==> config.mk <==
export PLATFORM = sky130hd
export DESIGN_NAME = sdfp_ctrl
export DESIGN_NICKNAME = d
export VERILOG_FILES = /design/src/hw/rtl/sdfp_pkg.sv /design/src/hw/rtl/sdfp_ctrl.sv
export VERILOG_INCLUDE_DIRS = /design/src /design/src/hw/rtl
export SDC_FILE = /design/constraint.sdc
export NUM_CORES = 1
export LEC_CHECK = 0
export BUFFER_PORTS_ARGS = -buffer_cell sky130_fd_sc_hd__buf_2
export CORE_AREA = 3 3 40 42
export DETAILED_ROUTE_END_ITERATION = 6
export DIE_AREA = 0 0 43 45
export PLACE_DENSITY = 0.61
export SYNTH_ARGS = -nofsm -noshare
export SYNTH_HDL_FRONTEND = slang
export SYNTH_SLANG_ARGS = --single-unit
==> constraint.sdc <==
create_clock -name clk -period 2.1 [get_ports clk]
set_input_delay 0.315 -clock clk [delete_from_list [all_inputs] [get_ports clk]]
set_output_delay 0.315 -clock clk [all_outputs]
set_load 0.03 [all_outputs]
==> src/hw/rtl/signed_distance_field_pixel_assert.svh <==
// assertion macros shared by the sdfp modules
// they expect clk and arst_n in the scope where they are used
`ifndef SIGNED_DISTANCE_FIELD_PIXEL_ASSERT_SVH
`define SIGNED_DISTANCE_FIELD_PIXEL_ASSERT_SVH

// same-cycle implication
`define SDFP_ASSERT_IMP(label, ante, cons, msg) \
	label: assert property (@(posedge clk) disable iff (!arst_n) (ante) |-> (cons)) \
		else $error(msg);

// next-cycle implication
`define SDFP_ASSERT_NEXT(label, ante, cons, msg) \
	label: assert property (@(posedge clk) disable iff (!arst_n) (ante) |=> (cons)) \
		else $error(msg);

`endif

==> src/hw/rtl/sdfp_pkg.sv <==
package sdfp_pkg;

	localparam int MAX_SIDE_DEF = 64;
	localparam int REACH_DEF    = 12;

	localparam int CFG_W   = 7;
	localparam int POS_IN_W = 6;
	localparam int CODE_W  = 8;
	localparam int ROOT_W  = 7;
	localparam int SQ_W    = 2 * ROOT_W;
	localparam int BIT_W   = $clog2(ROOT_W);
	localparam int LEVEL_W = 16;

	localparam logic [CFG_W-1:0]   IMAGE_SIDE_RST = 7'd64;
	localparam logic [CODE_W-1:0]  CODE_MID       = 8'd128;
	localparam logic [LEVEL_W-1:0] LEVEL_SQ       = 16'd65025;

	// register indexes
	localparam logic CFG_IMAGE_WIDTH  = 1'b0;
	localparam logic CFG_IMAGE_HEIGHT = 1'b1;

	// item kinds
	localparam logic KIND_WRITE = 1'b0;
	localparam logic KIND_QUERY = 1'b1;

	typedef struct packed {
		logic accept;
		logic clear;
		logic rd_centre;
		logic scan_issue;
		logic code_zero;
		logic start_root;
		logic square;
		logic test;
		logic make_code;
		logic load_out;
	} sdfp_cmd_t;

	typedef struct packed {
		logic clear_last;
		logic in_range;
		logic scan_last;
		logic root_last;
		logic out_free;
	} sdfp_status_t;

endpackage

==> src/hw/rtl/sdfp_ctrl.sv <==
module sdfp_ctrl (
	input  logic                   clk,
	input  logic                   arst_n,
	input  logic                   in_valid,
	output logic                   in_ready,
	input  logic                   kind,
	input  sdfp_pkg::sdfp_status_t status,
	output sdfp_pkg::sdfp_cmd_t    cmd
);
	import sdfp_pkg::*;

	`include "signed_distance_field_pixel_assert.svh"

	typedef enum logic [3:0] {
		ST_CLEAR,
		ST_IDLE,
		ST_CENTRE,
		ST_SCAN,
		ST_DRAIN,
		ST_TARGET,
		ST_SQUARE,
		ST_TEST,
		ST_FINISH,
		ST_OUT
	} state_t;

	state_t state_q;

	assign in_ready = (state_q == ST_IDLE);

	always_ff @(posedge clk or negedge arst_n) begin
		if (!arst_n) begin
			state_q <= ST_CLEAR;
		end else begin
			unique case (state_q)
				ST_CLEAR: begin
					if (status.clear_last) state_q <= ST_IDLE;
				end
				ST_IDLE: begin
					if (in_valid && kind == KIND_QUERY) state_q <= ST_CENTRE;
				end
				ST_CENTRE: begin
					state_q <= status.in_range ? ST_SCAN : ST_OUT;
				end
				ST_SCAN: begin
					if (status.scan_last) state_q <= ST_DRAIN;
				end
				ST_DRAIN:  state_q <= ST_TARGET;
				ST_TARGET: state_q <= ST_SQUARE;
				ST_SQUARE: state_q <= ST_TEST;
				ST_TEST: begin
					state_q <= status.root_last ? ST_FINISH : ST_SQUARE;
				end
				ST_FINISH: state_q <= ST_OUT;
				ST_OUT: begin
					if (status.out_free) state_q <= ST_IDLE;
				end
				default: state_q <= ST_IDLE;
			endcase
		end
	end

	always_comb begin
		cmd = '0;
		cmd.accept = in_valid && in_ready;
		unique case (state_q)
			ST_CLEAR:  cmd.clear = 1'b1;
			ST_CENTRE: begin
				cmd.rd_centre = status.in_range;
				cmd.code_zero = !status.in_range;
			end
			ST_SCAN:   cmd.scan_issue = 1'b1;
			ST_TARGET: cmd.start_root = 1'b1;
			ST_SQUARE: cmd.square = 1'b1;
			ST_TEST:   cmd.test = 1'b1;
			ST_FINISH: cmd.make_code = 1'b1;
			ST_OUT:    cmd.load_out = status.out_free;
			default: begin
			end
		endcase
	end

	`SDFP_ASSERT_IMP(a_load_needs_free_slot, cmd.load_out, status.out_free, "result overwritten")
	`SDFP_ASSERT_NEXT(a_query_goes_busy, cmd.accept && kind == KIND_QUERY, !in_ready, "query not held busy")

endmodule

==> qor.txt <==
CP max FO = 10
Primary FF master, synth = dfrtp_1
Leak Pwr = 0.000234 uW
largest net degree at the start of global routing = 16
CTS Sinks = 4
GP Congestion = 0.727
starting density of the core = 0.272
Post-CTS Resized = 0
H-tree levels = 1
Setup Slack @ Placement = 0.520 ns
Pwr Density = 1540 nW/um^2
vias per inst = 5.05
Crit path buffers/inverters = 1
Reg with most FFs = state_q
final setup margin = 0.276 ns
design area = 467 sq um
Top Registers = state_q x4
EDFF count, synth = 0
detailed-route DRC error count = 0
CTS Root Cell = clkbuf_4
CP endpoint kind = primary output
run status = complete, no violations
Die X = 43 um
yosys warns = 0
number of buffers created by CTS = 3
Filler Cells Inserted = 146
Synth Register Bits = 4
drt pass-1 iters = 2
RSZ-0062 raised after global routing = no
Tmin final = 1.82 ns
Clock Skews = 0.00873 ns
Critical Path Start Type = register
max-slew violations = 0
row cnt = 13
Max Root-Sink Buffers = 2
Syn Inst Count = 45
Unique masters post-synth = 23
via count = 399
first-pass GRT wire length = 1500 um
placed cell area = 434 sq um
# nets final = 75
Syn Area/Cell = 7.76 sq um
Routed WL per cell = 11.7 um
Max stage delay on crit path = 0.51 ns
syn nets = 54
vias in the first global route = 388
slowest CP cell = dfrtp_1
slew margin rel. = 0.696
cell family with most CP delay = simple AND/OR/NAND/NOR gates
Maximum Capacitance Violations = 0
WP data arrival = 1.51 ns
worst hold margin = 0.320 ns
drt first-iter violations = 11
hold buffer count at cts = 1
HPWL after detailed placement = 700 um
port bufs = 19
CTS tree = done
most frequent cells in the layout = buf_2, inv_1, nand2_1, nor2_1, dfrtp_1
CP Class = register to primary output
Tot GR Track Use = 0.104
FMAX = 548 MHz
Area Overhead vs Synth = 33.7%
commonest non-fill, non-tap cell in the layout = buf_2
Mapped Area = 349 sq um
Worst Hold Class = input port to register
layout cells sized above 1 = 0.391
Slew @ Worst Pin = 0.456 ns
grt ovf = 0
io pins = 20
Tcrit/Tclk final = 0.868
die height = 45 um
Inserted Diodes = 0
Worst-Skew Late Latency = 0.24 ns
core area = 1280 sq um
Fin Setup TNS = 0 ns
Seq/Total Area, Yosys = 0.287
Hold Fails Final Rpt = 0
Required @ worst endpoint = 1.78 ns
clk slew on worst S/H paths = 0.03 ns
WL final = 921 um
# setup viols final = 0
max reg flops = 4
ANT nets after route = 0
worst-path cell chain = nand2b_1, nor4b_1, buf_2
post-CTS setup buffers = 0
peak supply drop = 0.733 mV
antenna violations before repair = 0
DIE AREA = 1940 sq um
share of async-settable or async-resettable flops after synthesis = 1.00
==> kinds of logic after synthesis <==
kind of cell    Yosys count  synth area share
compound gates            9             0.186
simple gates             24             0.401
buf+inv                   8             0.125
flops                     4             0.287
==> synth_stat cells (2+ instances only) <==
master    n  area [sq um]
inv_1     4          15.0
nor4_1    3          18.8
nor4b_1   3          26.3
nand2b_1  2          12.5
buf_2     2          10.0
nand2_1   4          15.0
nor3_1    3          15.0
a21oi_1   3          15.0
dfrtp_1   4           100
nor2_1    4          15.0
==> routing by layer <==
metal / GRT usage / wire length [um] / vias to the layer above
met5: 0 / 0 / -
met4: 0.0422 / 7 / 0
met3: 0.0518 / 69 / 2
met2: 0.171 / 417 / 15
met1: 0.117 / 427 / 178
li1: - / - / 204
==> stage by stage <==
step	std cells	util	total power, uW
final	79	0.363	720
after floorplan	45	-	550
after CTS	79	0.363	726
after global routing	79	0.363	776
after global placement	75	0.338	622
after detailed placement	75	0.338	624
==> layout make-up <==
cell class | count | area, sq um | share of cell area
timing repair buffer | 20 | 105 | 0.225
tap | 15 | 18.8 | 0.0402
sequential | 4 | 100 | 0.214
clock buffer | 3 | 22.5 | 0.0483
multi-input combinational | 33 | 205 | 0.440
inverter | 4 | 15.0 | 0.0322
==> worst register-to-register path, delay by kind of cell, from the launching register on <==
kind            cells  cell delay [ns]
flops               1             0.61
compound gates      2             0.54
simple gates        1             0.12
==> report_power, final <==
group          internal [uW]  switching [uW]  total (uW)
clock network           64.1            33.6        97.7
logic                    147             253         400
registers                111             111         222
total                    322             398         720
==> worst paths after layout <==
kind | startpoint | to | slack [ns] | cells past startpoint
max in group asynchronous | arst_n | state_q[0] | 1.57 | 2
min | status[4] | state_q[0] | 0.32 | 3
max reg2reg | state_q[2] | state_q[1] | 0.76 | 3
min in group asynchronous | arst_n | state_q[2] | 0.41 | 2
max | state_q[0] | cmd[7] | 0.28 | 3
min reg2reg | state_q[3] | state_q[2] | 0.66 | 1
Note: power is estimated with default switching activity, not from simulation.
